File: config.mk
export PLATFORM = sky130hd
export DESIGN_NAME = byte_ring_fifo_core
export DESIGN_NICKNAME = d
export VERILOG_FILES = /design/src/rtl/brf_pkg.sv /design/src/rtl/brf_ram.sv /design/src/rtl/byte_ring_fifo_core.sv
export SDC_FILE = /design/constraint.sdc
export NUM_CORES = 2
export LEC_CHECK = 0
export BUFFER_PORTS_ARGS = -buffer_cell sky130_fd_sc_hd__buf_2
export CAP_MARGIN = 10
export CORE_UTILIZATION = 65
export DETAILED_ROUTE_END_ITERATION = 7
export PLACE_DENSITY = 0.86
export SLEW_MARGIN = 30
export SYNTH_ARGS = -nofsm -noshare
export SYNTH_HDL_FRONTEND = slang
export SYNTH_SLANG_ARGS = --single-unit
File: constraint.sdc
create_clock -name clk -period 15.86 [get_ports clk]
set_input_delay 1.586 -clock clk [delete_from_list [all_inputs] [get_ports clk]]
set_output_delay 1.586 -clock clk [all_outputs]
set_load 0.02 [all_outputs]
File: src/rtl/brf_pkg.sv
// Shared types, sizes and helper functions for the byte ring FIFO.
// Used by byte_ring_fifo_core and its testbench; depends on nothing else.
package brf_pkg;

  localparam int DEPTH = 256;
  localparam int IDX_W = $clog2(DEPTH);
  localparam int CNT_W = $clog2(DEPTH + 1);
  localparam int CAP_W = 9;
  localparam int DATA_W = 8;
  localparam int KIND_W = 3;
  localparam int IN_TDATA_W = 8;
  localparam int OUT_TDATA_W = 24;

  typedef enum logic [KIND_W-1:0] {
    KIND_PUT_OVERWRITE = 3'd0,
    KIND_PUT_CHECKED   = 3'd1,
    KIND_GET           = 3'd2,
    KIND_REMOVE_NEWEST = 3'd3,
    KIND_FLUSH         = 3'd4
  } kind_t;

  function automatic logic [CNT_W-1:0] clamp_capacity(input logic [CAP_W-1:0] v);
    logic [CNT_W-1:0] r;
    if (v == '0) begin
      r = CNT_W'(1);
    end else if (32'(v) > DEPTH) begin
      r = CNT_W'(DEPTH);
    end else begin
      r = CNT_W'(v);
    end
    return r;
  endfunction

  function automatic logic [IDX_W-1:0] step_up(input logic [IDX_W-1:0] idx,
                                               input logic [CNT_W-1:0] cap);
    logic [CNT_W-1:0] nx;
    nx = CNT_W'(idx) + CNT_W'(1);
    return (nx >= cap) ? '0 : IDX_W'(nx);
  endfunction

endpackage

File: src/rtl/brf_ram.sv
// Generic single-port-write, single-port-read RAM with a registered read.
// Stand-alone; used for the byte store of the ring FIFO.
module brf_ram #(
  parameter int WIDTH = 8,
  parameter int DEPTH = 256
) (
  input  logic                     clk,
  input  logic                     we,
  input  logic [$clog2(DEPTH)-1:0] waddr,
  input  logic [WIDTH-1:0]         wdata,
  input  logic                     re,
  input  logic [$clog2(DEPTH)-1:0] raddr,
  output logic [WIDTH-1:0]         rdata
);

  logic [WIDTH-1:0] mem [DEPTH];

  always_ff @(posedge clk) begin
    if (we) begin
      mem[waddr] <= wdata;
    end
    if (re) begin
      rdata <= mem[raddr];
    end
  end

endmodule

File: src/rtl/byte_ring_fifo_core.sv
// Top level of the byte ring FIFO: index control, result register, store.
// Depends on brf_pkg and brf_ram.
//
// Input beats arrive on s_tvalid/s_tready with the operation kind on s_tuser
// and the byte to store on s_tdata. Each input beat yields exactly one result
// beat on m_tvalid/m_tready carrying the byte taken, the status, the count
// held afterward and the empty and full flags.
// The result of a beat appears in the cycle after it is accepted. A new beat is
// taken every cycle as long as the result register is free or is being
// emptied in the same cycle, so the sustained rate is one beat per clock;
// the indices and full flag update in the cycle of acceptance and the store
// read for a get completes in the following cycle through the registered
// RAM port. When the receiver stalls, the result is held and s_tready drops
// until it is taken.
// Synchronous reset empties the FIFO and sets the capacity to the full depth.
// Writing cfg_wdata with cfg_we set loads a new capacity (zero counts as one,
// values above the depth count as the depth) and also empties the FIFO; the
// store contents are never cleared.
module byte_ring_fifo_core (
  input  logic                            clk,
  input  logic                            rst,
  input  logic                            s_tvalid,
  output logic                            s_tready,
  input  logic [brf_pkg::IN_TDATA_W-1:0]  s_tdata,   // data_in[7:0]
  input  logic [brf_pkg::KIND_W-1:0]      s_tuser,   // kind[2:0]
  output logic                            m_tvalid,
  input  logic                            m_tready,
  // data_out[7:0], status[8], count[17:9], is_empty[18], is_full[19], zero pad
  output logic [brf_pkg::OUT_TDATA_W-1:0] m_tdata,
  input  logic                            cfg_we,
  input  logic [brf_pkg::CAP_W-1:0]       cfg_wdata
);

  import brf_pkg::*;

  logic [CNT_W-1:0]  capacity;
  logic [IDX_W-1:0]  write_index, write_index_next;
  logic [IDX_W-1:0]  read_index, read_index_next;
  logic              full_flag, full_flag_next;

  logic              out_take, out_status, out_empty, out_full;
  logic [CNT_W-1:0]  out_count;
  logic              take_next, status_next;
  logic [CNT_W-1:0]  count_next;

  logic              accept;
  logic              empty_now;
  logic              ram_we, ram_re;
  logic [DATA_W-1:0] ram_rdata;
  logic [DATA_W-1:0] data_out;

  assign s_tready  = !m_tvalid || m_tready;
  assign accept    = s_tvalid && s_tready;
  assign empty_now = !full_flag && (write_index == read_index);

  always_comb begin
    write_index_next = write_index;
    read_index_next  = read_index;
    full_flag_next   = full_flag;
    take_next        = 1'b0;
    status_next      = 1'b0;
    ram_we           = 1'b0;
    ram_re           = 1'b0;
    unique case (s_tuser)
      KIND_PUT_OVERWRITE, KIND_PUT_CHECKED: begin
        if (s_tuser == KIND_PUT_CHECKED && full_flag) begin
          status_next = 1'b1;
        end else begin
          ram_we           = 1'b1;
          read_index_next  = full_flag ? step_up(read_index, capacity) : read_index;
          write_index_next = step_up(write_index, capacity);
          full_flag_next   = (write_index_next == read_index_next);
        end
      end
      KIND_GET: begin
        if (empty_now) begin
          status_next = 1'b1;
        end else begin
          ram_re          = 1'b1;
          take_next       = 1'b1;
          read_index_next = step_up(read_index, capacity);
          full_flag_next  = 1'b0;
        end
      end
      KIND_REMOVE_NEWEST: begin
        if (empty_now) begin
          status_next = 1'b1;
        end else begin
          write_index_next = (write_index == '0) ? IDX_W'(capacity - CNT_W'(1))
                                                 : write_index - IDX_W'(1);
          full_flag_next   = 1'b0;
        end
      end
      KIND_FLUSH: begin
        write_index_next = '0;
        read_index_next  = '0;
        full_flag_next   = 1'b0;
      end
      default: begin
        status_next = 1'b1;
      end
    endcase
    if (!accept) begin
      ram_we = 1'b0;
      ram_re = 1'b0;
    end
  end

  always_comb begin
    if (full_flag_next) begin
      count_next = capacity;
    end else if (write_index_next >= read_index_next) begin
      count_next = CNT_W'(write_index_next) - CNT_W'(read_index_next);
    end else begin
      count_next = capacity + CNT_W'(write_index_next) - CNT_W'(read_index_next);
    end
  end

  always_ff @(posedge clk) begin
    if (rst) begin
      capacity    <= CNT_W'(DEPTH);
      write_index <= '0;
      read_index  <= '0;
      full_flag   <= 1'b0;
      m_tvalid    <= 1'b0;
    end else begin
      if (cfg_we) begin
        capacity    <= clamp_capacity(cfg_wdata);
        write_index <= '0;
        read_index  <= '0;
        full_flag   <= 1'b0;
      end else if (accept) begin
        write_index <= write_index_next;
        read_index  <= read_index_next;
        full_flag   <= full_flag_next;
      end
      if (accept) begin
        m_tvalid <= 1'b1;
      end else if (m_tready) begin
        m_tvalid <= 1'b0;
      end
    end
  end

  always_ff @(posedge clk) begin
    if (accept) begin
      out_take   <= take_next;
      out_status <= status_next;
      out_count  <= count_next;
      out_empty  <= (count_next == '0);
      out_full   <= (count_next == capacity);
    end
  end

  brf_ram #(
    .WIDTH(DATA_W),
    .DEPTH(DEPTH)
  ) u_store (
    .clk  (clk),
    .we   (ram_we),
    .waddr(write_index),
    .wdata(s_tdata[DATA_W-1:0]),
    .re   (ram_re),
    .raddr(read_index),
    .rdata(ram_rdata)
  );

  assign data_out = out_take ? ram_rdata : '0;
  assign m_tdata  = OUT_TDATA_W'({out_full, out_empty, out_count, out_status, data_out});

  a_full_means_met: assert property (@(posedge clk) disable iff (rst)
    full_flag |-> (write_index == read_index))
    else $error("full flag set while indices differ");

  a_index_in_range: assert property (@(posedge clk) disable iff (rst)
    (CNT_W'(write_index) < capacity) && (CNT_W'(read_index) < capacity))
    else $error("index at or beyond capacity");

  a_count_bounded: assert property (@(posedge clk) disable iff (rst)
    m_tvalid |-> (out_count <= capacity))
    else $error("result count exceeds capacity");

  a_result_follows: assert property (@(posedge clk) disable iff (rst)
    accept |=> m_tvalid)
    else $error("accepted beat produced no result");

endmodule

=== Yosys cells after proc, flatten, opt, wreduce, memory -nomap -nowiden ===
Memories as Yosys holds them, arrays and structs flattened. A register that Yosys moved wholly into a read port is not among the register bits.
Cells that the tools add are included.

* Div/mod/pow operators: 0
* Equal/unequal tests: 7
* Mux-type cells: 31
* Shift operators: 0
* Order comparisons: 4
* Add/subtract/negate cells: 7
* $mul: 0
* Reductions and logical operators: 14
* Bitwise operators: 0

{| class="wikitable"
|+ Operator list
! kind !! number
|-
| $mux W8 || 9
|-
| $pmux W8 S3 || 2
|-
| $mux W9 || 4
|-
| $add A8 B1 Y9 const B || 2
|-
| $ge A9 B9 Y1 || 2
|-
| $logic_not A9 Y1 || 2
|-
| $eq A8 B8 Y1 || 2
|-
| $sub A8 B1 Y8 const B || 2
|-
| $mux W1 || 14
|-
| $add A9 B8 Y9 || 1
|-
| $eq A9 B9 Y1 || 1
|-
| $gt A9 B9 Y1 const B || 1
|-
| $sub A8 B8 Y9 || 1
|-
| $sub A9 B8 Y9 || 1
|-
| $ge A8 B8 Y1 || 1
|-
| $logic_not A8 Y1 || 1
|-
| $eq A3 B2 Y1 const B || 2
|-
| $pmux W1 S3 || 2
|-
| $reduce_or A2 Y1 || 3
|-
| $eq A3 B1 Y1 const B || 1
|-
| $eq A3 B3 Y1 const B || 1
|-
| $logic_and A1 B1 Y1 || 3
|-
| $logic_not A3 Y1 || 1
|-
| $logic_not A1 Y1 || 2
|-
| 2 further kinds || 2
|}

* Word-level logic and storage cells: 74
* Bits in writable memories: 2,048
* ROM bits: 0
* Latch bits: 0
* Memories: 1
* Register bits after elaboration: 40
* Input port bits: 25

{| class="wikitable"
|+ Memory list
! name !! words !! width !! rd ports !! clocked after Yosys merged registers in !! write ports !! RTL line !! source
|-
| u_store.mem || 256 || 8 || 1 || 1 || 1 || brf_ram.sv:16 || <nowiki>logic [WIDTH-1:0] mem [DEPTH];</nowiki>
|}

=== Logic depth before layout (Yosys ltp) ===
* Word-level depth: 10
* Mapped depth: 27
* Depth with buffers taken out: 25

=== Modules after synthesis ===
From an unflattened synthesis, not the netlist that was laid out.

* Cell total of the unflattened synthesis: 4,324
* Area, all modules: 84,342.1 um^2

{| class="wikitable"
|+ Modules (own cells, without submodules)
! module !! seq. area each (um^2) !! area each (um^2) !! instances !! cells an instance
|-
| brf_ram || 61,739.2 || 79,636.4 || 1 || 3,733
|-
| byte_ring_fifo_core || 930.9 || 4,705.8 || 1 || 591
|}

=== Worst setup path after synthesis ===
Ideal clock, no wire load.

* Kind: register to register
* Start point: register read_index[3]
* End point: register out_count[8] (data pin)
* Buffers on the path: 3
* Data required time: 15.600 ns
* Setup time: 0.260 ns
* Arrival: 5.566 ns
* Stages on the path, launching flop included: 24
* Slack: 10.035 ns
* Cells stage by stage: dfxtp_1 -> buf_2 -> buf_1 -> buf_1 -> nor2_1 -> nor2_1 -> inv_1 -> ha_1 -> and2_1 -> o21ai_1 -> o21ai_1 -> or3_1 -> o21ai_0 -> a221oi_1 -> or2_2 -> fa_1 -> ha_1 -> a21oi_1 -> o21ai_0 -> a2111oi_0 -> nor3_1 -> xnor2_1 -> mux2_2 -> mux2_2

* Longest elaborated chain between the ends: 9
* Elaborated cells between the ends (all ways): 21

{| class="wikitable"
|+ RTL lines
! what !! RTL line !! source
|-
| start: declaration || byte_ring_fifo_core.sv:38 || <nowiki>logic [IDX_W-1:0] read_index, read_index_next;</nowiki>
|-
| start signal: assignment || byte_ring_fifo_core.sv:134 || <nowiki>read_index <= read_index_next;</nowiki>
|-
| $add A8 B1 Y9 || brf_pkg.sv:37 || <nowiki>nx = CNT_W'(idx) + CNT_W'(1);</nowiki>
|-
| $ge A9 B9 Y1 || brf_pkg.sv:38 || <nowiki>return (nx >= cap) ? '0 : IDX_W'(nx);</nowiki>
|-
| $mux W8 || brf_pkg.sv:38 ||
|-
| $mux W8 || byte_ring_fifo_core.sv:70 || <nowiki>read_index_next = full_flag ? step_up(read_index, capacity) : read_index;</nowiki>
|-
| $mux W8 || byte_ring_fifo_core.sv:66 || <nowiki>if (s_tuser == KIND_PUT_CHECKED && full_flag) begin</nowiki>
|-
| $pmux W8 S3 || byte_ring_fifo_core.sv:64 || <nowiki>unique case (s_tuser)</nowiki>
|-
| $sub A9 B8 Y9, or another cell as far along || byte_ring_fifo_core.sv:115 || <nowiki>count_next = capacity + CNT_W'(write_index_next) - CNT_W'(read_index_next);</nowiki>
|-
| $mux W9 || byte_ring_fifo_core.sv:112 || <nowiki>end else if (write_index_next >= read_index_next) begin</nowiki>
|-
| $mux W9 * || byte_ring_fifo_core.sv:110 || <nowiki>if (full_flag_next) begin</nowiki>
|-
| via count_next[8] || byte_ring_fifo_core.sv:44 || <nowiki>logic [CNT_W-1:0] count_next;</nowiki>
|-
| end signal: assignment || byte_ring_fifo_core.sv:149 || <nowiki>out_count <= count_next;</nowiki>
|-
| end: declaration || byte_ring_fifo_core.sv:42 || <nowiki>logic [CNT_W-1:0] out_count;</nowiki>
|}

Mark *: on every way through the listed nets, which the timed path passes. The rest lies on a longest branch.
A chain may end at the register's enable or synchronous reset.

=== Final worst setup path ===
* Start point: register read_index[0]
* End point: register out_full (data pin)

* Longest elaborated chain between the ends: 10
* Elaborated cells between the ends (all ways): 22

{| class="wikitable"
|+ RTL lines
! what !! RTL line !! source
|-
| $add A8 B1 Y9 || brf_pkg.sv:37 ||
|-
| $ge A9 B9 Y1 || brf_pkg.sv:38 ||
|-
| $mux W8 || brf_pkg.sv:38 ||
|-
| $mux W8 || byte_ring_fifo_core.sv:70 ||
|-
| $mux W8 || byte_ring_fifo_core.sv:66 ||
|-
| $pmux W8 S3 || byte_ring_fifo_core.sv:64 ||
|-
| $sub A9 B8 Y9, or another cell as far along || byte_ring_fifo_core.sv:115 ||
|-
| $mux W9 || byte_ring_fifo_core.sv:112 ||
|-
| $mux W9 * || byte_ring_fifo_core.sv:110 ||
|-
| $eq A9 B9 Y1 * || byte_ring_fifo_core.sv:151 || <nowiki>out_full <= (count_next == capacity);</nowiki>
|-
| end signal: assignment || byte_ring_fifo_core.sv:151 ||
|-
| end: declaration || byte_ring_fifo_core.sv:41 || <nowiki>logic out_take, out_status, out_empty, out_full;</nowiki>
|}

Mark *: on every way between the ends. The rest lies on a longest branch, timed or not.

==> out/qor.yml <==
status: "finished with violations"
failed_checks: "DRC"
cts_setup_buffers: 0
gp_congestion: 0.933
ys_ff_latch: 2096
ys_async_sr_fraction: 0
syn_avg_cell_area_um2: 21.7
via_count: 43800
worstMarginPinSlew_ns: 1.11
cts_buffers: 194
synthCells: 3860
leakage_uw: 0.0277
pre_cts_ws_ns: 8.13
fin_ws_ns: 8.15
endpoint_kind: "register"
critPathMaxFanout: 49
clk_transition_reported_paths_ns: 0.07
synth_edf_count: 2069
initial_utilization: 0.656
synthDistinctLibCells: 74
cts_tree: "done"
synth_most_common_cell: "edfxtp_1"
yosysTopAreaCell: "edfxtp_1"
synthToLayoutAreaGrowth_pct: 10.1
antenna_found_initial: 16
p_comb_frac: 0.050
hold_buffers: 0
dieWidth_um: 361
p_int_uw: 8960
finalSetupTns_ns: 0
period_share: 0.486
drc: 228
post_drt_via_cell_ratio: 7.61
core_mm2: 0.128
cts-htree-levels: 4
hold_viol: 0
startpoint_type: "register"
clock.fmax_ghz: 0.130
switching_share: 0.220
grt_max_degree: 166
slew_headroom: 0.260
clock_latency_ns: 0.87
post_cts_resized: 0
p_clk_frac: 0.417
first_global_vias: 43700
grt_use_total: 0.363
crit_type: "reg2reg"
required_ns: 16.51
die-area_mm2: 0.131
fin_skew_ns: 0.0514
yosysTopAreaCellShare: 0.741
synth_area_mm2: 0.0839
peakVddDrop_mv: 0.156
synth_ff_type: "edfxtp_1"
avgRoutedWirePerCell_um: 40.5
synth_commonest_cells: "edfxtp_1 (2,069), mux4_2 (680), nor2_1 (322)"
die_h_um: 361
drtIter0Drc: 7708
drive_gt1_frac: 0.269
ios: 51
grt_pass1_wl_um: 329000
p_switching_uw: 2530
post-dp-hpwl_um: 123000
nets: 4006
powerDensity_mw_per_mm2: 124
p_seq_frac: 0.532
finalWorstPathRequiredPeriod_ns: 7.71
dr.pass1.iters: 8
hp-class: "reg2reg"
grt_overflow: 0
cts-root-buf: "clkbuf_16"
ys_top_cells_by_area: "edfxtp_1 (74%), mux4_2 (18%), nor2_1 (1.4%), dfxtp_1 (0.64%), clkbuf_1 (0.64%)"
cts_num_sinks: 2096
final_max_slew_viol_count: 0
numPortBuffers: 46
postRouteWirelength_um: 233000
clock_path_buffers: 3
crit_arrival_ns: 8.36
setup_violations: 0
floorplan.rows: 131
ant_nets: 0
maxCapViolCount: 0
yosys_warnings: 0
seq_area_frac_synth: 0.747
grt_setup_unrepaired: "false"
## critical path, stage by stage (launching register included)
cell and delay (ns):
dfxtp_4 0.94, buf_6 0.64, ha_1 0.37, nand4_1 0.14, nor2_1 0.25, xor2_1 0.22, ha_1 0.29, a211o_1 0.35
a21oi_2 0.50, o211ai_1 0.27, and2_1 0.25, o221ai_1 0.18, o21ai_0 0.28, ha_1 0.46, a21o_1 0.22, or4_1 0.39
o21ai_0 0.31, a21oi_2 0.23, mux2_2 0.34, xnor2_1 0.13, nor4_1 0.32, nand4_1 0.13, o31ai_1 0.23
## power by group through the flow
stage	clock network, uW	logic (uW)	registers [uW]
after CTS	4790	561	6120
after floorplan	0	323	6240
after global placement	0	530	6240
after global routing	4960	601	6120
after detailed placement	0	547	6240
final	4800	579	6120
## layer usage
metal | routed length (um) | share of wire | GRT usage
met5 | 161 | 0.00069 | 0.00259
met2 | 116000 | 0.50 | 0.594
met3 | 26200 | 0.11 | 0.0774
met4 | 14100 | 0.060 | 0.181
met1 | 76100 | 0.33 | 0.469
## through the flow
step / instances / util / area, um2 / hold slack, ns / power, uW
floorplan: 3863 / - / 83900 / 0.523 / 6560
global placement: 5394 / 0.671 / 85800 / 0.502 / 6770
detailed placement: 5394 / 0.672 / 85900 / 0.510 / 6790
CTS: 5738 / 0.721 / 92200 / 0.518 / 11500
global route: 5743 / 0.722 / 92400 / 0.544 / 11700
finish: 5749 / 0.723 / 92400 / 0.514 / 11500
## cell usage in the layout, fill, tap and decap left out, types with 8 or more instances in the layout
| master | instances |
|---|---|
| nand3_1 | 23 |
| xnor2_1 | 29 |
| nor2_1 | 314 |
| nand2b_1 | 8 |
| nand2_1 | 77 |
| ha_1 | 40 |
| clkbuf_1 | 41 |
| bufinv_16 | 24 |
| edfxtp_1 | 2069 |
| inv_1 | 38 |
| nor2_2 | 8 |
| nor2b_1 | 21 |
| dfxtp_1 | 21 |
| clkbuf_16 | 196 |
| nor4_1 | 8 |
| o22ai_1 | 9 |
| fa_1 | 9 |
| buf_2 | 38 |
| clkinv_2 | 19 |
| mux4_2 | 680 |
| xor2_1 | 13 |
| nor3_1 | 12 |
| nand4_1 | 10 |
| a211oi_1 | 9 |
| o21ai_0 | 33 |
| buf_4 | 38 |
| and2_1 | 12 |
| mux2i_1 | 15 |
| buf_6 | 13 |
| a21oi_1 | 30 |
| clkinv_1 | 43 |
## final timing paths
check / from / end / slack (ns) / depth (start not counted)
min: m_tvalid / m_tvalid / 0.51 / 2
min reg2reg: m_tvalid / m_tvalid / 0.51 / 2
max reg2reg: read_index[0] / out_full / 8.15 / 22
max: read_index[0] / out_full / 8.15 / 22
## registers in the layout (all words and copies together) (netlist names)
register	count
out_full	1
u_store.rdata	8
out_status	1
out_empty	1
capacity	9
write_index	8
m_tvalid	1
read_index	8
out_take	1
out_count	9
u_store.mem	2048
full_flag	1
## logic make-up (layout without fill, tap and decap cells)
family / after synthesis / count (layout) / synth area share
AO/OA/AOI/OAI: 159 / 159 / 0.0131
XOR/XNOR: 42 / 42 / 0.00438
adder cells (fa/ha/maj): 49 / 49 / 0.00811
buffers and inverters: 273 / 490 / 0.0136
flip-flops: 2096 / 2096 / 0.747
multiplexers: 706 / 706 / 0.186
other: 1 / 11 / 0.0000447
AND/OR/NAND/NOR: 534 / 534 / 0.0278
## area by class of cell
cell class	instances	area, um2
timing repair buffer	106	956
clock buffer	236	5030
sequential	2096	62700
fill	6485	35500
antenna	7	17.5
clock inverter	108	1290
inverter	40	150
tap	1662	2080
multi-input combinational	1494	20200
Power figures use the tool's default switching activity.
